**config.mk**
```make
export PLATFORM = sky130hd
export DESIGN_NAME = base64_stream_decoder_unit
export DESIGN_NICKNAME = d
export VERILOG_FILES = /design/src/sv/b64d_pkg.sv /design/src/sv/base64_stream_decoder_unit.sv /design/src/sv/b64d_front.sv /design/src/sv/b64d_queue.sv /design/src/sv/b64d_back.sv
export SDC_FILE = /design/constraint.sdc
export NUM_CORES = 1
export LEC_CHECK = 0
export ABC_AREA = 1
export BUFFER_PORTS_ARGS = -buffer_cell sky130_fd_sc_hd__buf_2
export CORE_MARGIN = 10
export CORE_UTILIZATION = 40
export DETAILED_ROUTE_END_ITERATION = 16
export GPL_TIMING_DRIVEN = 0
export PLACE_DENSITY = 0.55
export SETUP_SLACK_MARGIN = 0.4
export SLEW_MARGIN = 20
export SYNTH_ARGS = -nofsm -noshare
export SYNTH_HDL_FRONTEND = slang
export SYNTH_SLANG_ARGS = --single-unit
```
**constraint.sdc**
```tcl
create_clock -name clk -period 6.6 [get_ports clk]
set_input_delay 1.32 -clock clk [delete_from_list [all_inputs] [get_ports clk]]
set_output_delay 1.32 -clock clk [all_outputs]
set_load 0.05 [all_outputs]
```
**src/sv/b64d_pkg.sv**
```systemverilog
`default_nettype none
// ----------------------------------------------------------------------------
// b64d_pkg: shared types and constants of the base64 stream decoder
// Character codes, the alphabet decode function and the job record passed
// from the front end to the output sequencer.
// ----------------------------------------------------------------------------
package b64d_pkg;

	localparam logic [7:0] CHAR_PAD   = 8'h3D;  // '='
	localparam logic [7:0] CHAR_COMMA = 8'h2C;  // ','
	localparam logic [7:0] CHAR_UP_A  = 8'h41;  // 'A'
	localparam logic [7:0] CHAR_LO_A  = 8'h61;  // 'a'
	localparam logic [7:0] CHAR_DIG_0 = 8'h30;  // '0'
	localparam logic [7:0] CHAR_PLUS  = 8'h2B;  // '+'
	localparam logic [7:0] CHAR_SLASH = 8'h2F;  // '/'

	localparam int Q_DEPTH = 4;
	localparam int Q_AW    = $clog2(Q_DEPTH);

	// One accepted character's worth of result words (one to three).
	typedef struct packed {
		logic [1:0] n;        // number of words, 1..3
		logic [7:0] byte0;
		logic [7:0] byte1;
		logic [7:0] byte2;
		logic       valid;    // 0 for an empty end marker
		logic       last;     // character closed the message
		logic       halted;
	} b64d_job_t;

	// Returns {hit, value}; hit is low outside the alphabet.
	function automatic logic [6:0] sextet_of(input logic [7:0] c);
		logic [7:0] d;
		logic [6:0] r;
		d = 8'd0;
		r = 7'd0;
		case (c) inside
			[8'h41:8'h5A]: begin
				d = c - CHAR_UP_A;
				r = {1'b1, d[5:0]};
			end
			[8'h61:8'h7A]: begin
				d = c - CHAR_LO_A + 8'd26;
				r = {1'b1, d[5:0]};
			end
			[8'h30:8'h39]: begin
				d = c - CHAR_DIG_0 + 8'd52;
				r = {1'b1, d[5:0]};
			end
			CHAR_PLUS:  r = {1'b1, 6'd62};
			CHAR_SLASH: r = {1'b1, 6'd63};
			default:    r = 7'd0;
		endcase
		return r;
	endfunction

endpackage
`default_nettype wire

```
**src/sv/base64_stream_decoder_unit.sv**
```systemverilog
`default_nettype none
// ----------------------------------------------------------------------------
// base64_stream_decoder_unit: streaming base64 decoder
// Characters enter on a queue-style port (push/full) and decoded bytes leave
// on another (empty/pop); cfg_we/cfg_wdata set the skip-to-comma register.
//
// One character is taken every cycle while full is low. Each character
// produces zero to three result words: three bytes when a group of four
// completes, one or two bytes flushed by padding or the end of a message,
// and an empty end marker when the closing character brings no byte.
// A character's result words pass through the job queue and the output
// register. The output side delivers one word per cycle while pop is high,
// set by the single output register; a job queue of Q_DEPTH entries
// absorbs bursts, and full rises only when that queue is full, e.g. while
// pop is held low. Reset clears the message state, the queue, the output
// valid flag and the skip-to-comma register; no clearing pass is needed.
// A receiver stall holds the current word until popped and back-pressures
// intake through the queue.
// ----------------------------------------------------------------------------
module base64_stream_decoder_unit import b64d_pkg::*; (
	input  wire logic       clk,
	input  wire logic       arst_n,
	input  wire logic       cfg_we,
	input  wire logic       cfg_wdata,
	input  wire logic       push,
	output logic            full,
	input  wire logic [7:0] char_in,
	input  wire logic       last_char,
	input  wire logic       pop,
	output logic            empty,
	output logic [7:0]      data_byte,
	output logic            byte_valid,
	output logic            run_last,
	output logic            message_end,
	output logic            stopped_early
);

	b64d_job_t job;
	b64d_job_t head;
	logic      job_vld;
	logic      q_full;
	logic      q_empty;
	logic      head_pop;
	logic      accept;

	assign full   = q_full;
	assign accept = push && !q_full;

	b64d_front u_front (
		.clk       (clk),
		.arst_n    (arst_n),
		.cfg_we    (cfg_we),
		.cfg_wdata (cfg_wdata),
		.accept    (accept),
		.char_in   (char_in),
		.last_char (last_char),
		.job       (job),
		.job_vld   (job_vld)
	);

	b64d_queue u_queue (
		.clk     (clk),
		.arst_n  (arst_n),
		.wr      (job_vld),
		.wr_job  (job),
		.q_full  (q_full),
		.rd      (head_pop),
		.rd_job  (head),
		.q_empty (q_empty)
	);

	b64d_back u_back (
		.clk           (clk),
		.arst_n        (arst_n),
		.head          (head),
		.head_empty    (q_empty),
		.head_pop      (head_pop),
		.pop           (pop),
		.empty         (empty),
		.data_byte     (data_byte),
		.byte_valid    (byte_valid),
		.run_last      (run_last),
		.message_end   (message_end),
		.stopped_early (stopped_early)
	);

	a_no_overflow: assert property (@(posedge clk) disable iff (!arst_n)
		job_vld |-> !q_full)
		else $error("job written into a full queue");

	a_no_underflow: assert property (@(posedge clk) disable iff (!arst_n)
		head_pop |-> !q_empty)
		else $error("job taken from an empty queue");

	a_end_is_run_last: assert property (@(posedge clk) disable iff (!arst_n)
		(!empty && message_end) |-> run_last)
		else $error("message end word not closing its run");

	a_marker_closes: assert property (@(posedge clk) disable iff (!arst_n)
		(!empty && !byte_valid) |-> (message_end && run_last))
		else $error("empty marker outside a message end");

endmodule
`default_nettype wire

```
**src/sv/b64d_front.sv**
```systemverilog
`default_nettype none
// ----------------------------------------------------------------------------
// b64d_front: character intake and classification
// Decodes one accepted character per cycle, tracks header, halt and held
// sextets, and builds the job of result bytes that the character completes.
// ----------------------------------------------------------------------------
module b64d_front import b64d_pkg::*; (
	input  wire logic       clk,
	input  wire logic       arst_n,
	input  wire logic       cfg_we,
	input  wire logic       cfg_wdata,
	input  wire logic       accept,
	input  wire logic [7:0] char_in,
	input  wire logic       last_char,
	output b64d_job_t       job,
	output logic            job_vld
);

	logic        skip_q;
	logic [17:0] store_q;
	logic [1:0]  cnt_q;
	logic        halt_q;
	logic        hdr_q;

	logic [17:0] st_n;
	logic [1:0]  cnt_n;
	logic        halt_n;
	logic        hdr_n;
	logic        flush_pad;
	logic        full_emit;
	logic        do_flush;
	logic [6:0]  dec;
	logic [23:0] quad;

	assign dec  = sextet_of(char_in);
	assign quad = {store_q, dec[5:0]};

	always_comb begin
		st_n      = store_q;
		cnt_n     = cnt_q;
		halt_n    = halt_q;
		hdr_n     = hdr_q;
		flush_pad = 1'b0;
		full_emit = 1'b0;
		if (!halt_q) begin
			if (skip_q && !hdr_q) begin
				if (char_in == CHAR_COMMA) hdr_n = 1'b1;
			end else if (char_in == CHAR_PAD) begin
				halt_n    = 1'b1;
				flush_pad = 1'b1;
			end else if (!dec[6]) begin
				// invalid character: stop and drop what is held
				halt_n = 1'b1;
				st_n   = 18'd0;
				cnt_n  = 2'd0;
			end else if (cnt_q == 2'd3) begin
				full_emit = 1'b1;
				st_n      = 18'd0;
				cnt_n     = 2'd0;
			end else begin
				st_n  = {store_q[11:0], dec[5:0]};
				cnt_n = cnt_q + 2'd1;
			end
		end
		do_flush = flush_pad || (last_char && !halt_n);
	end

	always_comb begin
		job        = '0;
		job.valid  = 1'b1;
		job.last   = last_char;
		job.halted = halt_n;
		if (full_emit) begin
			job.n     = 2'd3;
			job.byte0 = quad[23:16];
			job.byte1 = quad[15:8];
			job.byte2 = quad[7:0];
		end else if (do_flush) begin
			case (cnt_n)
				2'd2: begin
					job.n     = 2'd1;
					job.byte0 = st_n[11:4];
				end
				2'd3: begin
					job.n     = 2'd2;
					job.byte0 = st_n[17:10];
					job.byte1 = st_n[9:2];
				end
				default: job.n = 2'd0;
			endcase
		end
		// no bytes on the closing character: send an empty end marker
		if (last_char && job.n == 2'd0) begin
			job.n     = 2'd1;
			job.valid = 1'b0;
		end
	end

	assign job_vld = accept && (job.n != 2'd0);

	always_ff @(posedge clk or negedge arst_n) begin
		if (!arst_n) begin
			skip_q <= 1'b0;
		end else if (cfg_we) begin
			skip_q <= cfg_wdata;
		end
	end

	always_ff @(posedge clk or negedge arst_n) begin
		if (!arst_n) begin
			store_q <= 18'd0;
			cnt_q   <= 2'd0;
			halt_q  <= 1'b0;
			hdr_q   <= 1'b0;
		end else if (accept) begin
			if (last_char) begin
				store_q <= 18'd0;
				cnt_q   <= 2'd0;
				halt_q  <= 1'b0;
				hdr_q   <= 1'b0;
			end else begin
				store_q <= do_flush ? 18'd0 : st_n;
				cnt_q   <= do_flush ? 2'd0 : cnt_n;
				halt_q  <= halt_n;
				hdr_q   <= hdr_n;
			end
		end
	end

endmodule
`default_nettype wire

```
**src/sv/b64d_queue.sv**
```systemverilog
`default_nettype none
// ----------------------------------------------------------------------------
// b64d_queue: job queue between front end and output sequencer
// Small circular buffer of jobs; lets intake and output stall independently.
// ----------------------------------------------------------------------------
module b64d_queue import b64d_pkg::*; (
	input  wire logic       clk,
	input  wire logic       arst_n,
	input  wire logic       wr,
	input  wire b64d_job_t  wr_job,
	output logic            q_full,
	input  wire logic       rd,
	output b64d_job_t       rd_job,
	output logic            q_empty
);

	b64d_job_t          mem_q [Q_DEPTH];
	logic [Q_AW-1:0]    wptr_q;
	logic [Q_AW-1:0]    rptr_q;
	logic [Q_AW:0]      cnt_q;

	assign q_full  = (cnt_q == (Q_AW+1)'(Q_DEPTH));
	assign q_empty = (cnt_q == '0);
	assign rd_job  = mem_q[rptr_q];

	always_ff @(posedge clk) begin
		if (wr) mem_q[wptr_q] <= wr_job;
	end

	always_ff @(posedge clk or negedge arst_n) begin
		if (!arst_n) begin
			wptr_q <= '0;
			rptr_q <= '0;
			cnt_q  <= '0;
		end else begin
			if (wr) wptr_q <= wptr_q + 1'b1;
			if (rd) rptr_q <= rptr_q + 1'b1;
			case ({wr, rd})
				2'b10:   cnt_q <= cnt_q + 1'b1;
				2'b01:   cnt_q <= cnt_q - 1'b1;
				default: cnt_q <= cnt_q;
			endcase
		end
	end

endmodule
`default_nettype wire

```
**src/sv/b64d_back.sv**
```systemverilog
`default_nettype none
// ----------------------------------------------------------------------------
// b64d_back: output sequencer
// Splits the head job into result words and holds one word in the output
// register until it is popped.
// ----------------------------------------------------------------------------
module b64d_back import b64d_pkg::*; (
	input  wire logic       clk,
	input  wire logic       arst_n,
	input  wire b64d_job_t  head,
	input  wire logic       head_empty,
	output logic            head_pop,
	input  wire logic       pop,
	output logic            empty,
	output logic [7:0]      data_byte,
	output logic            byte_valid,
	output logic            run_last,
	output logic            message_end,
	output logic            stopped_early
);

	logic       out_v_q;
	logic [1:0] idx_q;
	logic       load;
	logic       take;
	logic       end_of_job;
	logic [7:0] sel_byte;

	assign take       = pop && out_v_q;
	assign load       = !head_empty && (!out_v_q || take);
	assign end_of_job = (idx_q == head.n - 2'd1);
	assign head_pop   = load && end_of_job;
	assign empty      = !out_v_q;

	always_comb begin
		case (idx_q)
			2'd0:    sel_byte = head.byte0;
			2'd1:    sel_byte = head.byte1;
			2'd2:    sel_byte = head.byte2;
			default: sel_byte = 8'd0;
		endcase
	end

	always_ff @(posedge clk or negedge arst_n) begin
		if (!arst_n) begin
			out_v_q <= 1'b0;
			idx_q   <= 2'd0;
		end else begin
			if (load) begin
				out_v_q <= 1'b1;
				idx_q   <= end_of_job ? 2'd0 : idx_q + 2'd1;
			end else if (take) begin
				out_v_q <= 1'b0;
			end
		end
	end

	// payload: hold until the next word loads
	always_ff @(posedge clk) begin
		if (load) begin
			data_byte     <= sel_byte;
			byte_valid    <= head.valid;
			run_last      <= end_of_job;
			message_end   <= end_of_job && head.last;
			stopped_early <= head.halted;
		end
	end

endmodule
`default_nettype wire

```
==> parameters.txt <==
Parameter                              Value

Hold path
  Worst hold path cell count    2
  Worst Hold Path EP    u_front.store_q[0]
  Worst hold path type    flip-flop to flip-flop
  Hold path startpoint    u_front.store_q[0]

Finish
  Design Area, Final    ~0.009 mm²
  Inserted Diodes    0
  Layout-stage area growth over the synthesis result    14.7%
  Total area of sequential cells    0.00467 mm²
  Share of layout cells above drive strength 1    0.137
  Final-stage net count    819
  Multi-input gate area in the final layout    between 0.002 and 0.003 mm²
  Final-layout fill cell count    about 1700

Clocking
  CTS H-Tree Depth    4
  TritonCTS buffer count    17
  Worst skew pair latency    ~0.42 ns
  Buffer count from post-CTS setup fixing    0
  Clock-pin slew reported for the worst setup and hold paths after clock tree synthesis    roughly 0.060 ns
  CTS Root Cell    sky130_fd_sc_hd__clkbuf_16
  TritonCTS clock tree    done
  Hold-fix buffers, CTS    0
  Maximum clock path buffer count    2
  Number of clock sinks    161
  Gates resized, CTS repair    0

Die
  X dimension of the die    around 160 µm
  Total Die Area    ~0.025 mm²
  Row Count    50
  Area of the placeable core    ~0.019 mm²
  I/O pin count    29
  Starting density of the core    0.410
  Die Ht    around 160 µm

Worst setup path
  Number of cells on the worst reg-to-reg path    19
  WP buf/inv    5
  Type of the worst setup path    input port to flip-flop
  Worst flop-to-flop path endpoint    u_queue.cnt_q[2]
  Cell-by-cell trace of the critical path    buf_2 -> inv_1 -> ha_1 -> nand2_1 -> a21oi_1 -> o21ai_1 -> nand2_2 -> nand3_4 -> a21oi_4 -> inv_2 -> nand2_4 -> inv_4 -> nand2_8 -> nand4_4 -> nand2_4 -> ha_1 -> inv_1 -> fa_1 -> a21oi_1 -> o21ai_0 -> xor2_1
  Biggest fanout along the worst timing path    9
  Largest stage delay, worst path    between 0.4 and 0.5 ns
  Internal reg-to-reg setup slack    3.53 ns
  Kind of start point of the critical path    input port
  Reg-to-Reg Start    u_front.skip_q
  Cell with the largest stage delay on the worst path    sky130_fd_sc_hd__fa_1
  Endpoint required time on the critical path    6.90 ns
  Critical path's top delay family    adder cells
  Critical path capture point type    flip-flop
  CP arrival    4.54 ns

Synth
  Async S/R FF share, synth    0.205
  Commonest cells in the netlist    sky130_fd_sc_hd__edfxtp_1 (128), sky130_fd_sc_hd__nor2_1 (98), sky130_fd_sc_hd__nand2_1 (95)
  Top post-synthesis cells by area    sky130_fd_sc_hd__edfxtp_1 (50%), sky130_fd_sc_hd__dfrtp_1 (11%), sky130_fd_sc_hd__o21ai_0 (5.1%)
  Count of synthesis-stage warnings from yosys    0
  Post-synth top flop    sky130_fd_sc_hd__edfxtp_1
  Sequential-to-total area share from yosys stat    0.604
  Post-Syn Instances    between 700 and 800
  Leading area contributor after synthesis    sky130_fd_sc_hd__edfxtp_1
  Area share of the leading cell type in the synthesized netlist    0.497
  Unique masters post-synth    43
  Number of enable flip-flop cells after synthesis    ~130
  Syn nets    770
  Flops & latches, synth    161
  Per-instance average area after synthesis    between 10 and 15 µm²
  Combined area of all synthesized cells    0.00773 mm²
  Top-count cell post-synth    sky130_fd_sc_hd__edfxtp_1

Routing
  Wire length reported by the detailed router    19.5 mm
  Wirelength per Cell    18.5 µm
  Initial DRT Pass Iterations    7
  Post-DRT Antenna Nets    0
  Total DRC errors in the routed layout    0
  Count of routing violations after the opening detailed-route iteration    about 520
  Via count    5579
  Vias per cell    approximately 5.3

Power and ir drop
  Switching power    1.40 mW
  Leak    between 3 and 4 nW
  Sequential fraction of design power    0.372
  Cell-internal power    around 2.2 mW
  Peak supply drop    around 230 µV
  Relative contribution of combinational cells to total power    0.363
  Clk pwr share    0.265
  Cell area power density    about 410 mW/mm²
  Sw Ratio    0.385

Global routing
  Vias in the first global route    roughly 5400
  Global-route usage over all layers    0.154
  Maximum number of pins on one net before global-route repair    34
  Wire length of the first global-routing pass    about 31 mm
  Total grt overflow    0
  Number of antenna violations at the first check in global routing    0

STA
  Share of the clock period used by the worst path after layout    0.643
  Setup Skew    roughly 0.0072 ns
  Count of final max-slew check failures    0
  Unrepaired setup endpoints after global routing    no
  Final setup viols    0
  Tmin final    4.24 ns
  Final hold violation count    0
  Worst slew margin relative to its limit    0.418
  Worst Max-Slew Pin Slew    approximately 0.87 ns
  Final total negative setup slack    0 ns
  Max Clock Freq    roughly 240 MHz

Place
  Port bufs    26
  Placement Cell Area    just over 0.008 mm²
  Routability congestion estimate from global placement    0.915
  DPL Wire Length    between 10 and 15 mm

Run status
  Result of the run    completed

Job
  Maximum Capacitance Violations    0
==> through the flow <==
| step | worst slack [ns] | instances | utilization | hold slack [ns] | power (mW) |
|---|---|---|---|---|---|
| 5_1_grt | 2.10 | 1054 | 0.471 | 0.517 | 3.84 |
| 4_1_cts | 2.36 | 1054 | 0.471 | 0.504 | 3.66 |
| 6_report | 2.36 | 1054 | 0.471 | 0.495 | 3.63 |
| 2_1_floorplan | 2.13 | 735 | - | 0.452 | 2.26 |
| 3_5_place_dp | 1.92 | 1025 | 0.441 | 0.489 | 2.70 |
| 3_3_place_gp | 0.360 | 1021 | 0.435 | 0.469 | 2.65 |
==> worst reg2reg max path, stage by stage, from the launching register on <==
cell                      delay [ns]
sky130_fd_sc_hd__dfrtp_1        0.36
sky130_fd_sc_hd__inv_1          0.07
sky130_fd_sc_hd__nor2_1         0.06
sky130_fd_sc_hd__nor2_1         0.22
sky130_fd_sc_hd__nand2_2        0.12
sky130_fd_sc_hd__inv_2          0.19
sky130_fd_sc_hd__nor2_2         0.08
sky130_fd_sc_hd__a21oi_4        0.18
sky130_fd_sc_hd__inv_2          0.06
sky130_fd_sc_hd__nand2_4        0.11
sky130_fd_sc_hd__inv_4          0.06
sky130_fd_sc_hd__nand2_8        0.08
sky130_fd_sc_hd__nand4_4        0.10
sky130_fd_sc_hd__nand2_4        0.18
sky130_fd_sc_hd__ha_1           0.18
sky130_fd_sc_hd__inv_1          0.07
sky130_fd_sc_hd__fa_1           0.44
sky130_fd_sc_hd__a21oi_1        0.14
sky130_fd_sc_hd__o21ai_0        0.11
sky130_fd_sc_hd__xor2_1         0.15
==> kinds of logic (layout without fill, tap and decap cells) <==
group | count (synthesis) | in the layout | share of synthesized area
AO/OA/AOI/OAI | 176 | 176 | 0.134
XOR/XNOR | 13 | 13 | 0.0147
adder cells (fa/ha/maj) | 20 | 20 | 0.0333
buffers and inverters | 108 | 167 | 0.0596
flip-flops | 161 | 161 | 0.604
AND/OR/NAND/NOR | 257 | 257 | 0.154
==> power by group through the flow <==
stage / combinational, mW / sequential [mW] / clock (mW)
3_3_place_gp: 1.27 / 1.37 / 0
3_5_place_dp: 1.33 / 1.37 / 0
2_1_floorplan: 0.761 / 1.50 / 0
4_1_cts: 1.33 / 1.35 / 0.977
6_report: 1.32 / 1.35 / 0.964
5_1_grt: 1.45 / 1.37 / 1.02
==> state kept, by name (all words and copies together), names as in the netlist, 2 cells and up <==
| signal | flops |
|---|---|
| u_front.cnt_q | 2 |
| u_back.idx_q | 2 |
| u_front.store_q | 18 |
| u_queue.mem_q | 116 |
| u_queue.wptr_q | 2 |
| u_queue.rptr_q | 2 |
| u_back.data_byte | 8 |
| u_queue.cnt_q | 3 |
==> routing by layer <==
metal,vias up,GRT usage,wire [µm]
met3,23,0.0346,872
li1,2661,-,-
met2,148,0.247,9150
met5,-,0,0
met4,0,0.0451,273
met1,2747,0.203,9210
==> layout by cell type (no fill, tap or decap), types with 3 or more instances in the layout <==
cell type / netlist / routed
sky130_fd_sc_hd__xor2_1: 10 / 10
sky130_fd_sc_hd__nand2_1: 95 / 95
sky130_fd_sc_hd__clkbuf_16: 0 / 17
sky130_fd_sc_hd__a21oi_1: 19 / 19
sky130_fd_sc_hd__nor2_2: 2 / 3
sky130_fd_sc_hd__buf_12: 0 / 4
sky130_fd_sc_hd__clkinv_2: 0 / 3
sky130_fd_sc_hd__o21ai_0: 79 / 79
sky130_fd_sc_hd__nor2_1: 98 / 93
sky130_fd_sc_hd__buf_6: 5 / 5
sky130_fd_sc_hd__dfrtp_1: 33 / 33
sky130_fd_sc_hd__nand2_2: 6 / 6
sky130_fd_sc_hd__clkinv_4: 0 / 3
sky130_fd_sc_hd__clkbuf_1: 18 / 19
sky130_fd_sc_hd__o21ai_1: 5 / 5
sky130_fd_sc_hd__xnor2_1: 3 / 3
sky130_fd_sc_hd__buf_2: 6 / 32
sky130_fd_sc_hd__nand3_1: 29 / 29
sky130_fd_sc_hd__a22oi_1: 7 / 7
sky130_fd_sc_hd__edfxtp_1: 128 / 128
sky130_fd_sc_hd__nand4_1: 8 / 8
sky130_fd_sc_hd__bufinv_16: 0 / 3
sky130_fd_sc_hd__ha_1: 19 / 19
sky130_fd_sc_hd__inv_1: 71 / 71
sky130_fd_sc_hd__o22ai_1: 54 / 54
sky130_fd_sc_hd__nor2_4: 2 / 6
sky130_fd_sc_hd__nand2_4: 4 / 4
sky130_fd_sc_hd__inv_2: 5 / 5
==> area by class of cell <==
| class | instances | area share |
|---|---|---|
| Multi-Input combinational cell | 466 | 0.297 |
| Sequential cell | 161 | 0.527 |
| Buffer | 31 | 0.0190 |
| Inverter | 77 | 0.0329 |
| Clock inverter | 11 | 0.0161 |
| Tap cell | 260 | 0.0367 |
| Timing Repair Buffer | 30 | 0.0237 |
| Clock buffer | 18 | 0.0484 |
==> how the worst max path moves through the flow <==
stage | cells after the start | start | slack [ns] | to
floorplan | 14 | char_in[2] | 2.13 | u_queue.mem_q[0][0]
global placement | 15 | char_in[2] | 0.36 | u_queue.mem_q[0][6]
detailed placement | 21 | char_in[2] | 1.92 | u_queue.cnt_q[2]
CTS | 21 | char_in[2] | 2.36 | u_queue.cnt_q[2]
global route | 21 | char_in[2] | 2.10 | u_queue.cnt_q[2]
finish | 21 | char_in[2] | 2.36 | u_queue.cnt_q[2]
No activity file was read; power rests on OpenSTA's default activity.
